**src/rtl/ordq_pkg.sv**
```systemverilog
package ordq_pkg;

  localparam int unsigned WordW = 32;
  localparam int unsigned CntW  = 5;

  typedef enum logic [2:0] {
    KIND_PUSH_FRONT = 3'd0,
    KIND_PUSH_BACK  = 3'd1,
    KIND_POP_FRONT  = 3'd2,
    KIND_POP_BACK   = 3'd3,
    KIND_CLEAR      = 3'd4
  } kind_e;

  typedef enum logic [1:0] {
    STATUS_OK        = 2'd0,
    STATUS_OVERWRITE = 2'd1,
    STATUS_EMPTY     = 2'd2
  } status_e;

  typedef struct packed {
    logic accept;
    logic exec;
    logic rd_front;
    logic rd_back;
    logic cap_pop;
    logic cap_front;
    logic load_out;
  } ordq_cmd_t;

endpackage

```
**src/rtl/ordq_ram.sv**
```systemverilog
module ordq_ram #(
  parameter int unsigned WIDTH = 32,
  parameter int unsigned DEPTH = 16
) (
  input  logic                     clk_i,
  input  logic                     we_i,
  input  logic [$clog2(DEPTH)-1:0] waddr_i,
  input  logic [WIDTH-1:0]         wdata_i,
  input  logic                     re_i,
  input  logic [$clog2(DEPTH)-1:0] raddr_i,
  output logic [WIDTH-1:0]         rdata_o
);

  logic [WIDTH-1:0] mem_q [DEPTH];
  logic [WIDTH-1:0] rdata_q;

  always_ff @(posedge clk_i) begin
    if (we_i) begin
      mem_q[waddr_i] <= wdata_i;
    end
    if (re_i) begin
      rdata_q <= mem_q[raddr_i];
    end
  end

  assign rdata_o = rdata_q;

endmodule

```
**src/rtl/ordq_ctrl.sv**
```systemverilog
module ordq_ctrl (
  input  logic                clk_i,
  input  logic                rst_ni,
  input  logic                in_valid_i,
  output logic                in_stall_o,
  output logic                out_valid_o,
  input  logic                out_stall_i,
  output ordq_pkg::ordq_cmd_t cmd_o
);

  import ordq_pkg::*;

  typedef enum logic [2:0] {
    ST_IDLE,
    ST_EXEC,
    ST_RD_FRONT,
    ST_RD_BACK,
    ST_LOAD
  } state_e;

  state_e state_q;
  logic   out_valid_q;
  logic   out_free;

  assign out_free = !out_valid_q || !out_stall_i;

  always_ff @(posedge clk_i or negedge rst_ni) begin
    if (!rst_ni) begin
      state_q     <= ST_IDLE;
      out_valid_q <= 1'b0;
    end else begin
      if (cmd_o.load_out) begin
        out_valid_q <= 1'b1;
      end else if (out_valid_q && !out_stall_i) begin
        out_valid_q <= 1'b0;
      end
      case (state_q)
        ST_IDLE: begin
          if (in_valid_i) begin
            state_q <= ST_EXEC;
          end
        end
        ST_EXEC:     state_q <= ST_RD_FRONT;
        ST_RD_FRONT: state_q <= ST_RD_BACK;
        ST_RD_BACK:  state_q <= ST_LOAD;
        ST_LOAD: begin
          if (out_free) begin
            state_q <= ST_IDLE;
          end
        end
        default: state_q <= ST_IDLE;
      endcase
    end
  end

  always_comb begin
    cmd_o           = '0;
    cmd_o.accept    = (state_q == ST_IDLE) && in_valid_i;
    cmd_o.exec      = (state_q == ST_EXEC);
    cmd_o.rd_front  = (state_q == ST_RD_FRONT);
    cmd_o.cap_pop   = (state_q == ST_RD_FRONT);
    cmd_o.rd_back   = (state_q == ST_RD_BACK);
    cmd_o.cap_front = (state_q == ST_RD_BACK);
    cmd_o.load_out  = (state_q == ST_LOAD) && out_free;
  end

  assign in_stall_o  = (state_q != ST_IDLE);
  assign out_valid_o = out_valid_q;

endmodule

```
**src/rtl/ordq_dpath.sv**
```systemverilog
module ordq_dpath #(
  parameter int unsigned DEPTH = 16
) (
  input  logic                       clk_i,
  input  logic                       rst_ni,
  input  ordq_pkg::ordq_cmd_t        cmd_i,
  input  logic [2:0]                 kind_i,
  input  logic signed [31:0]         push_value_i,
  input  logic                       cfg_we_i,
  input  logic [4:0]                 cfg_wdata_i,
  output logic [1:0]                 status_o,
  output logic signed [31:0]         popped_value_o,
  output logic signed [31:0]         front_value_o,
  output logic signed [31:0]         back_value_o,
  output logic [4:0]                 count_o
);

  import ordq_pkg::*;

  localparam int unsigned IW = $clog2(DEPTH);
  localparam int unsigned XW = ((IW > CntW) ? IW : CntW) + 1;

  logic [CntW-1:0]  cap_q;
  logic [CntW-1:0]  cap_eff;
  logic [IW-1:0]    front_q, front_d;
  logic [IW-1:0]    back_q, back_d;
  logic [CntW-1:0]  count_q, count_d;
  logic [2:0]       kind_q;
  logic [WordW-1:0] value_q;
  logic [1:0]       status_q, status_d;
  logic             pop_hit_q, pop_hit_d;
  logic [WordW-1:0] popped_q, frontv_q;

  logic [1:0]       status_out_q;
  logic [WordW-1:0] popped_out_q, front_out_q, back_out_q;
  logic [CntW-1:0]  count_out_q;

  logic             wr_en;
  logic [IW-1:0]    wr_addr;
  logic [WordW-1:0] wr_data;
  logic             pop_re;
  logic [IW-1:0]    pop_addr;
  logic             rd_en;
  logic [IW-1:0]    rd_addr;
  logic [WordW-1:0] rd_data;
  logic             full;

  function automatic logic [IW-1:0] idx_up(logic [IW-1:0] i, logic [CntW-1:0] cap);
    logic [XW-1:0] n;
    n = XW'(i) + XW'(1);
    return (n > XW'(cap) - XW'(1)) ? '0 : n[IW-1:0];
  endfunction

  function automatic logic [IW-1:0] idx_down(logic [IW-1:0] i, logic [CntW-1:0] cap);
    logic [XW-1:0] m;
    m = XW'(cap) - XW'(1);
    return (i == '0) ? m[IW-1:0] : i - IW'(1);
  endfunction

  always_comb begin
    if (cap_q == '0) begin
      cap_eff = CntW'(1);
    end else if (int'(cap_q) > int'(DEPTH)) begin
      cap_eff = CntW'(DEPTH);
    end else begin
      cap_eff = cap_q;
    end
  end

  assign full = (count_q >= cap_eff);

  always_comb begin
    front_d   = front_q;
    back_d    = back_q;
    count_d   = count_q;
    status_d  = STATUS_OK;
    pop_hit_d = 1'b0;
    wr_en     = 1'b0;
    wr_addr   = '0;
    wr_data   = value_q;
    pop_re    = 1'b0;
    pop_addr  = front_q;
    case (kind_e'(kind_q))
      KIND_PUSH_FRONT, KIND_PUSH_BACK: begin
        wr_en = 1'b1;
        if (count_q == '0) begin
          front_d = '0;
          back_d  = '0;
          count_d = CntW'(1);
          wr_addr = '0;
        end else if (kind_e'(kind_q) == KIND_PUSH_FRONT) begin
          if (full) begin
            wr_addr  = back_q;
            front_d  = back_q;
            back_d   = idx_up(back_q, cap_eff);
            status_d = STATUS_OVERWRITE;
          end else begin
            front_d = idx_up(front_q, cap_eff);
            wr_addr = front_d;
            count_d = count_q + CntW'(1);
          end
        end else begin
          if (full) begin
            wr_addr  = front_q;
            back_d   = front_q;
            front_d  = idx_down(front_q, cap_eff);
            status_d = STATUS_OVERWRITE;
          end else begin
            back_d  = idx_down(back_q, cap_eff);
            wr_addr = back_d;
            count_d = count_q + CntW'(1);
          end
        end
      end
      KIND_POP_FRONT, KIND_POP_BACK: begin
        if (count_q == '0) begin
          status_d = STATUS_EMPTY;
        end else if (kind_e'(kind_q) == KIND_POP_FRONT) begin
          pop_re    = 1'b1;
          pop_hit_d = 1'b1;
          pop_addr  = front_q;
          front_d   = idx_down(front_q, cap_eff);
          count_d   = count_q - CntW'(1);
        end else begin
          pop_re    = 1'b1;
          pop_hit_d = 1'b1;
          pop_addr  = back_q;
          back_d    = idx_up(back_q, cap_eff);
          count_d   = count_q - CntW'(1);
        end
      end
      KIND_CLEAR: begin
        front_d = '0;
        back_d  = '0;
        count_d = '0;
        wr_en   = 1'b1;
        wr_addr = '0;
        wr_data = '0;
      end
      default: begin
      end
    endcase
  end

  always_comb begin
    rd_en   = (cmd_i.exec && pop_re) || cmd_i.rd_front || cmd_i.rd_back;
    rd_addr = cmd_i.exec ? pop_addr : (cmd_i.rd_front ? front_q : back_q);
  end

  ordq_ram #(
    .WIDTH(WordW),
    .DEPTH(DEPTH)
  ) u_ram (
    .clk_i  (clk_i),
    .we_i   (cmd_i.exec && wr_en),
    .waddr_i(wr_addr),
    .wdata_i(wr_data),
    .re_i   (rd_en),
    .raddr_i(rd_addr),
    .rdata_o(rd_data)
  );

  always_ff @(posedge clk_i or negedge rst_ni) begin
    if (!rst_ni) begin
      cap_q   <= CntW'(16);
      front_q <= '0;
      back_q  <= '0;
      count_q <= '0;
    end else begin
      if (cfg_we_i && count_q == '0) begin
        cap_q <= cfg_wdata_i;
      end
      if (cmd_i.exec) begin
        front_q <= front_d;
        back_q  <= back_d;
        count_q <= count_d;
      end
    end
  end

  always_ff @(posedge clk_i) begin
    if (cmd_i.accept) begin
      kind_q  <= kind_i;
      value_q <= push_value_i;
    end
    if (cmd_i.exec) begin
      status_q  <= status_d;
      pop_hit_q <= pop_hit_d;
    end
    if (cmd_i.cap_pop) begin
      popped_q <= pop_hit_q ? rd_data : '0;
    end
    if (cmd_i.cap_front) begin
      frontv_q <= (count_q != '0) ? rd_data : '0;
    end
    if (cmd_i.load_out) begin
      status_out_q <= status_q;
      popped_out_q <= popped_q;
      front_out_q  <= frontv_q;
      back_out_q   <= (count_q != '0) ? rd_data : '0;
      count_out_q  <= count_q;
    end
  end

  assign status_o       = status_out_q;
  assign popped_value_o = popped_out_q;
  assign front_value_o  = front_out_q;
  assign back_value_o   = back_out_q;
  assign count_o        = count_out_q;

endmodule

```
**src/rtl/overwriting_ring_deque.sv**
```systemverilog
// Double-ended ring buffer of signed 32-bit words with overwrite on full.
// Input channel: in_valid_i / in_stall_o carry one request (kind_i,
// push_value_i); it is taken at an edge with valid high and stall low.
// Output channel: out_valid_o / out_stall_i carry one result per request
// (status, popped value, front and back values after the step, count).
// Configuration: cfg_we_i writes capacity_in_use from cfg_wdata_i; the
// write only takes effect while the buffer is empty.
// Sequencing: the block works on one request at a time and takes no new
// request until the current one is done: a request first gets its index
// update and slot write, then the single read port of the slot RAM fetches
// the popped word, the new front and the new back on successive cycles,
// and the result is then loaded into the output register.
// The output register holds a finished result while the receiver stalls;
// the next request is still taken and completes up to its final load, then
// waits there until the output register is free.
// Reset: asynchronous, active low; empties the buffer, sets capacity to 16
// and drops any result in flight. Slot contents are not cleared.
module overwriting_ring_deque #(
  parameter int unsigned DEPTH = 16
) (
  input  logic               clk_i,
  input  logic               rst_ni,
  input  logic               in_valid_i,
  output logic               in_stall_o,
  input  logic [2:0]         kind_i,
  input  logic signed [31:0] push_value_i,
  output logic               out_valid_o,
  input  logic               out_stall_i,
  output logic [1:0]         status_o,
  output logic signed [31:0] popped_value_o,
  output logic signed [31:0] front_value_o,
  output logic signed [31:0] back_value_o,
  output logic [4:0]         count_o,
  input  logic               cfg_we_i,
  input  logic [4:0]         cfg_wdata_i
);

  import ordq_pkg::*;

  ordq_cmd_t cmd;

  ordq_ctrl u_ctrl (
    .clk_i      (clk_i),
    .rst_ni     (rst_ni),
    .in_valid_i (in_valid_i),
    .in_stall_o (in_stall_o),
    .out_valid_o(out_valid_o),
    .out_stall_i(out_stall_i),
    .cmd_o      (cmd)
  );

  ordq_dpath #(
    .DEPTH(DEPTH)
  ) u_dpath (
    .clk_i         (clk_i),
    .rst_ni        (rst_ni),
    .cmd_i         (cmd),
    .kind_i        (kind_i),
    .push_value_i  (push_value_i),
    .cfg_we_i      (cfg_we_i),
    .cfg_wdata_i   (cfg_wdata_i),
    .status_o      (status_o),
    .popped_value_o(popped_value_o),
    .front_value_o (front_value_o),
    .back_value_o  (back_value_o),
    .count_o       (count_o)
  );

endmodule
```
**config.mk**
```make
export PLATFORM = sky130hd
export DESIGN_NAME = overwriting_ring_deque
export DESIGN_NICKNAME = d
export VERILOG_FILES = /design/src/rtl/ordq_pkg.sv /design/src/rtl/ordq_ram.sv /design/src/rtl/ordq_ctrl.sv /design/src/rtl/ordq_dpath.sv /design/src/rtl/overwriting_ring_deque.sv
export SDC_FILE = /design/constraint.sdc
export NUM_CORES = 1
export LEC_CHECK = 0
export BUFFER_PORTS_ARGS = -buffer_cell sky130_fd_sc_hd__buf_2
export CAP_MARGIN = 20
export CELL_PAD_IN_SITES_DETAIL_PLACEMENT = 1
export CELL_PAD_IN_SITES_GLOBAL_PLACEMENT = 1
export CORE_ASPECT_RATIO = 0.9
export CORE_MARGIN = 2
export CORE_UTILIZATION = 40
export CTS_CLUSTER_SIZE = 28
export DETAILED_ROUTE_END_ITERATION = 16
export GPL_ROUTABILITY_DRIVEN = 0
export PLACE_DENSITY_LB_ADDON = 0.1
export SYNTH_ARGS = -nofsm -noshare
export SYNTH_HDL_FRONTEND = slang
export SYNTH_HIERARCHICAL = 1
export SYNTH_SLANG_ARGS = --single-unit
```
**constraint.sdc**
```tcl
create_clock -name clk_i -period 19.1 [get_ports clk_i]
set_input_delay 2.865 -clock clk_i [delete_from_list [all_inputs] [get_ports clk_i]]
set_output_delay 2.865 -clock clk_i [all_outputs]
set_load 0.01 [all_outputs]
```
After elaboration in Yosys (flattened, before gate mapping)
Memory sizes are Yosys's and may differ from the RTL's. A register that Yosys moved wholly into a read port is not among the register bits. Index checks and enable logic that the tools add are counted.

Register bits after elaboration: 227. Bits in writable memories: 512. Bits of input ports: 45. Output and inout port bits: 105. Word-level logic and storage cells: 121. Memories: 1.

Memory list: u_dpath.u_ram.mem_q (depth 16, bits a word 32, read ports 1, clocked after Yosys merged registers in 1, wr ports 1, RTL line ordq_ram.sv:14) `logic [WIDTH-1:0] mem_q [DEPTH];`.

Add/sub/neg operators: 7. $lt $le $gt $ge: 4. Equal/unequal tests: 16. Muxes and demuxes: 48. Reductions and logical operators: 28.

Operator list (count): 2-to-1 mux 4 bit (24); 2-to-1 mux 32 bit (2); 2-to-1 mux 5 bit (5); case mux 4 bit (3 select lines) (2); case mux 3 bit (5 select lines) (1); case mux 5 bit (3 select lines) (1); equality test 3 x 2 -> 1 bit, second input constant (4); > comparator 6 bit (2); adder 4 x 1 -> 5 bit, second input constant (2); logical NOT 5 bit (2); AND reduction 5 bit (2); logical NOT 4 bit (2); 2-to-1 mux 1 bit (8); subtractor 4 x 1 -> 4 bit, second input constant (2); equality test 3 x 1 -> 1 bit, second input constant (2); equality test 3 bit, second input constant (2); logical AND 1 bit (6); logical NOT 3 bit (2); 2-to-1 mux 3 bit (2); != test 2 bit, second input constant (3); nonzero test 3 bit (2); subtractor 5 x 1 -> 6 bit, second input constant (1); adder 5 x 1 -> 5 bit, second input constant (1); greater-or-equal comparator 5 bit (1); 16 further kinds (22).

Depth between registers and ports, before layout
Depth after elaboration: 10. Gate-level depth with buffers: 17. Depth with buffers taken out: 17.

Hierarchy
The synthesis kept the hierarchy.

Modules (own cells, without submodules): ordq_ram (instances 1, cells an instance 838, area an instance 20155.6 um^2, seq. area each 16335.7 um^2); ordq_dpath (instances 1, cells an instance 583, area an instance 8973.6 um^2, seq. area each 6607.6 um^2); ordq_ctrl (instances 1, cells an instance 21, area an instance 202.7 um^2, seq. area each 100.1 um^2).

Worst setup path after synthesis
OpenSTA, ideal clock, no wires.

Path type: input to register. From: input port out_stall_i. To: register u_dpath.back_out_q[0] (netlist: u_dpath/back_value_o[0]), enable pin. Setup time: 599 ps. Data arrival time: 7855 ps. Data required time: 18501 ps. Setup slack: 10646 ps. Cell stages on the path: 1. Buffers on the path: 0. Path through: a21oi_1.

Cells in the longest elaborated chain, start to end: 3.

Ends and longest elaborated chain: from (decl) (RTL line overwriting_ring_deque.sv:28) `input logic out_stall_i,`; logical NOT 1 bit (RTL line ordq_ctrl.sv:25) `assign out_free = !out_valid_q || !out_stall_i;`; logical OR 1 bit (RTL line ordq_ctrl.sv:25); logical AND 1 bit (RTL line ordq_ctrl.sv:64) `cmd_o.load_out = (state_q == ST_LOAD) && out_free;`; to (signal assigned) (RTL line ordq_dpath.sv:200) `back_out_q <= (count_q != '0) ? rd_data : '0;`; to (decl) (RTL line ordq_dpath.sv:35) `logic [WordW-1:0] popped_out_q, front_out_q, back_out_q;`.

No other way between the ends. A chain may end at the register's enable or synchronous reset.

Final worst setup path
From: register u_dpath.cap_q[4]. To: memory u_dpath.u_ram.mem_q[11][28], enable pin.

Cells in the longest elaborated chain, start to end: 10. Elaborated cells between the ends (all ways): 14. Classes of those cells: 1 x add/sub; 3 x order compare; 9 x mux; 1 x reduce/logical.

Ends and longest elaborated chain: from (decl) (RTL line ordq_dpath.sv:23) `logic [CntW-1:0] cap_q;`; from (signal assigned) (RTL line ordq_dpath.sv:165) `cap_q <= CntW'(16);`; from (signal assigned) (RTL line ordq_dpath.sv:171) `cap_q <= cfg_wdata_i;`; > comparator 5 bit (RTL line ordq_dpath.sv:63) `end else if (int'(cap_q) > int'(DEPTH)) begin`; 2-to-1 mux 5 bit (RTL line ordq_dpath.sv:63); 2-to-1 mux 5 bit (*) (RTL line ordq_dpath.sv:61) `if (cap_q == '0) begin`; subtractor 5 x 1 -> 6 bit (RTL line ordq_dpath.sv:51) `return (n > XW'(cap) - XW'(1)) ? '0 : n[IW-1:0];`; > comparator 6 bit (RTL line ordq_dpath.sv:51); 2-to-1 mux 4 bit (RTL line ordq_dpath.sv:51); 2-to-1 mux 4 bit (RTL line ordq_dpath.sv:92) `if (full) begin`; 2-to-1 mux 4 bit (*) (RTL line ordq_dpath.sv:91) `end else if (kind_e'(kind_q) == KIND_PUSH_FRONT) begin`; 2-to-1 mux 4 bit (*) (RTL line ordq_dpath.sv:86) `if (count_q == '0) begin`; 2-to-1 mux 4 bit (*) (RTL line ordq_dpath.sv:83) `case (kind_e'(kind_q))`; net u_dpath.wr_addr[0] (RTL line ordq_dpath.sv:39) `logic [IW-1:0] wr_addr;`; to (decl) (RTL line ordq_ram.sv:14).

Mark *: on every way through the listed nets, which the timed path passes. The rest lies on a longest branch.

==> results.cfg <==
[outcome]
status = complete, no violations

[routing]
wl_per_cell_um = 25.7
via_per_inst = 5.34
drt-total-wl_mm = 69.0
drc_errors = 0
first_iter_violations = 1059
drtAntennaViolNets = 0
first_pass_iters = 5
vias = 14300

[clocking]
cts_repair_resize_count = 0
cts.sinks = 771
cts_root_buf = clkbuf_16
htree_levels = 3
cts_buffer_depth = 3
cts_setup_buffers = 0
clk_latency_ns = 0.62
cts_made_buffers = 82
cts_hold_buf = 0
cts_tree = yes
clkTransAtPathRegs_ns = 0.06

[yosys]
synth-seq-cells = 771
yosysWarnings = 6
synth.distinct_cells = 69
synth-main-ff-cell = edfxtp_1
ys_seq_area_share_pct = 78.6
synthArstFlopShare_pct = 2.85
synth_edf_count = 749
synthCells = 1442
synth_area_sq_mm = 0.0293
syn_avg_cell_area_sq_um = 20.3
syn_nets = 1507

[setup_path]
cp-end-kind = register
slowest_delay_ns = 0.73
cp.arrival_ns = 5.97
path_class = reg -> reg
required_ns = 19.37
cp_max_fo = 18
cp-endpoint = u_dpath/u_ram/mem_q[11][28]$_DFFE_PP_
r2r_cells = 17
cpMaxStageDelayCell = nor2_4
cp-startpoint = u_dpath/cap_q[4]$_DFFE_PN1P_
path_common_cell = inv_1
crit_chain = inv_1, o21a_1, inv_1, ha_1, inv_1, xnor2_1, ha_1, nand2_1, nor3_1, mux2_2, a221oi_2, o21ai_2, o221ai_1, and3_1, nand2_1, nor2_4, buf_4
start_kind = register
r2r_slack_ns = 13.40
timing.rr.end = u_dpath/u_ram/mem_q[11][28]$_DFFE_PP_
r2r_start = u_dpath/cap_q[4]$_DFFE_PN1P_

[floorplan]
ios = 150
initial_core_util_pct = 40.3
fp-row-count = 94
core_area_sq_mm = 0.0728
die_h_um = 261
die-area_sq_mm = 0.0755
die_w_um = 289

[placement]
place_ws_ns = 13.39
portBuffers = 149
hpwl_mm = 40.0

[global_routing]
overflow = 0
grt_max_degree = 81
grt_pass1_wl_mm = 103
grtUsageTotal_pct = 18.6
grt_pass1_vias = 15200
antenna_found_initial = 3

[timing]
timing.final.crit_share_pct = 29.9
timing.slew.headroom_pct = 25.8
layout_setup_ws_ns = 13.40
period_minus_slack_ns = 5.70
worst_pin_slew_ns = 1.10
setup_viol = 0
timing.setup.tns_ns = 0
hold_viol_final = 0
clock.fmax_mhz = 175
worst_clock_skew_ns = 0.0118
slew_violations = 0
rsz0062_at_grt = false

[power_and_ir_drop]
p_seq_share_pct = 41.6
p_sw_share_pct = 31.9
netSwitchingPower_mw = 1.83
total_power_mw = 5.73
powerDensity_mw_per_mm2 = 168
p_leak_nw = 11.2
power.share.clock_pct = 27.1
combPwrFrac_pct = 31.3
p_int_mw = 3.90
peakVddDrop_mv = 0.105

[cells_and_area]
final_nets = 1720
antenna_cells = 0
seqCellArea_sq_mm = 0.0230
drive_gt1_share_pct = 28.3
area_delta_synth_final_pct = 16.3
multiInputGateArea_sq_mm = 0.00607
fin_util_pct = 46.8
fillerInstances = 6742

[worst_hold_path]
holdPathStages = 0
hold_class = reg -> reg

[run]
maxCapViolCount = 0
[layer usage]
metal	vias to the layer above	routed length (um)	GRT usage, %
li1	6293	-	-
met1	7592	32700	27.5
met2	329	31600	28.5
met3	106	3140	3.23
met4	4	1550	5.27
met5	-	26	0
[worst max-delay path, delay by kind of cell, from the launching register on]
family / cells / cell delay, ns
muxes: 1 / 0.30
and+or+nand+nor: 5 / 1.69
adders and majority gates: 2 / 0.50
AOI/OAI and AO/OA: 4 / 0.90
xor gates and xnor gates: 1 / 0.47
buffers and inverters: 4 / 0.88
DFF: 1 / 0.59
[cells in the final DEF, fill, tap and decap left out, types with 22 or more instances in the layout]
cell type	n
a22oi_1	65
clkbuf_16	84
clkinv_1	23
buf_2	149
and2_1	66
mux4_2	128
nor2_1	22
buf_4	46
edfxtp_1	749
nor2b_1	38
nand2_1	58
[power by group through the flow]
stage | logic, mW | registers (mW) | clock network, mW
after floorplan | 1.29 | 2.35 | 0
after global placement | 1.77 | 2.41 | 0
after detailed placement | 1.81 | 2.42 | 0
after CTS | 1.82 | 2.39 | 1.59
after global routing | 1.97 | 2.41 | 1.65
final | 1.79 | 2.38 | 1.55
[kinds of logic (layout without fill, tap and decap cells)]
family / count (synthesis) / after routing / share of synthesized area [%]
adders and majority gates: 20 / 20 / 0.853
buffers and inverters: 84 / 363 / 1.34
AOI/OAI and AO/OA: 155 / 155 / 3.75
DFF: 771 / 771 / 78.6
and+or+nand+nor: 266 / 266 / 5.00
muxes: 140 / 140 / 10.3
xor gates and xnor gates: 6 / 6 / 0.179
[worst min path at each step]
stage,from,endpoint,slack (ns)
floorplan,u_dpath/frontv_q[0]$_DFFE_PP_,u_dpath/front_value_o[0]$_DFFE_PP_,0.40
global placement,u_dpath/popped_q[13]$_SDFFCE_PN0P_,u_dpath/popped_value_o[13]$_DFFE_PP_,0.40
detailed placement,u_dpath/frontv_q[10]$_DFFE_PP_,u_dpath/front_value_o[10]$_DFFE_PP_,0.41
CTS,u_dpath/frontv_q[1]$_DFFE_PP_,u_dpath/front_value_o[1]$_DFFE_PP_,0.42
global route,u_dpath/popped_q[11]$_SDFFCE_PN0P_,u_dpath/popped_value_o[11]$_DFFE_PP_,0.42
finish,u_dpath/frontv_q[1]$_DFFE_PP_,u_dpath/front_value_o[1]$_DFFE_PP_,0.42
[layout make-up]
cell class | count | area share (%)
clock buffer | 99 | 6.33
clock inverter | 51 | 1.31
inverter | 16 | 0.176
multi-input combinational | 587 | 17.8
sequential | 771 | 67.6
tap | 960 | 3.52
timing repair buffer | 197 | 3.31
[cell usage after synthesis (all sizes together), types with 21 or more instances]
master / number / share of area, %
a21oi: 21 / 0.36
a22oi: 65 / 1.7
and2: 67 / 1.4
buf: 37 / 0.73
clkbuf: 31 / 0.41
dfrtp: 21 / 1.8
edfxtp: 749 / 77
mux4: 129 / 9.9
nand2: 58 / 0.74
nor2: 37 / 0.48
nor2b: 40 / 0.85
o21ai: 24 / 0.44
[registers in the layout, summed over array words and instances, names as in the netlist]
name	cells
u_ctrl/out_valid_o	1
u_ctrl/state_q	3
u_dpath/back_q	4
u_dpath/back_value_o	32
u_dpath/cap_q	5
u_dpath/count_o	5
u_dpath/count_q	5
u_dpath/front_q	4
u_dpath/front_value_o	32
u_dpath/frontv_q	32
u_dpath/kind_q	3
u_dpath/pop_hit_q	1
u_dpath/popped_q	32
u_dpath/popped_value_o	32
u_dpath/status_o	2
u_dpath/status_q	2
u_dpath/u_ram/mem_q	512
u_dpath/u_ram/rdata_o	32
u_dpath/value_q	32
[through the flow]
stage / hold WS (ns) / std cells / instance area, sq um
after detailed placement: 0.406 / 2521 / 31400
after floorplan: 0.400 / 1442 / 29300
after CTS: 0.418 / 2671 / 34000
final: 0.416 / 2681 / 34100
after global placement: 0.402 / 2520 / 31400
after global routing: 0.422 / 2681 / 34100
Power figures use the tool's default switching activity.
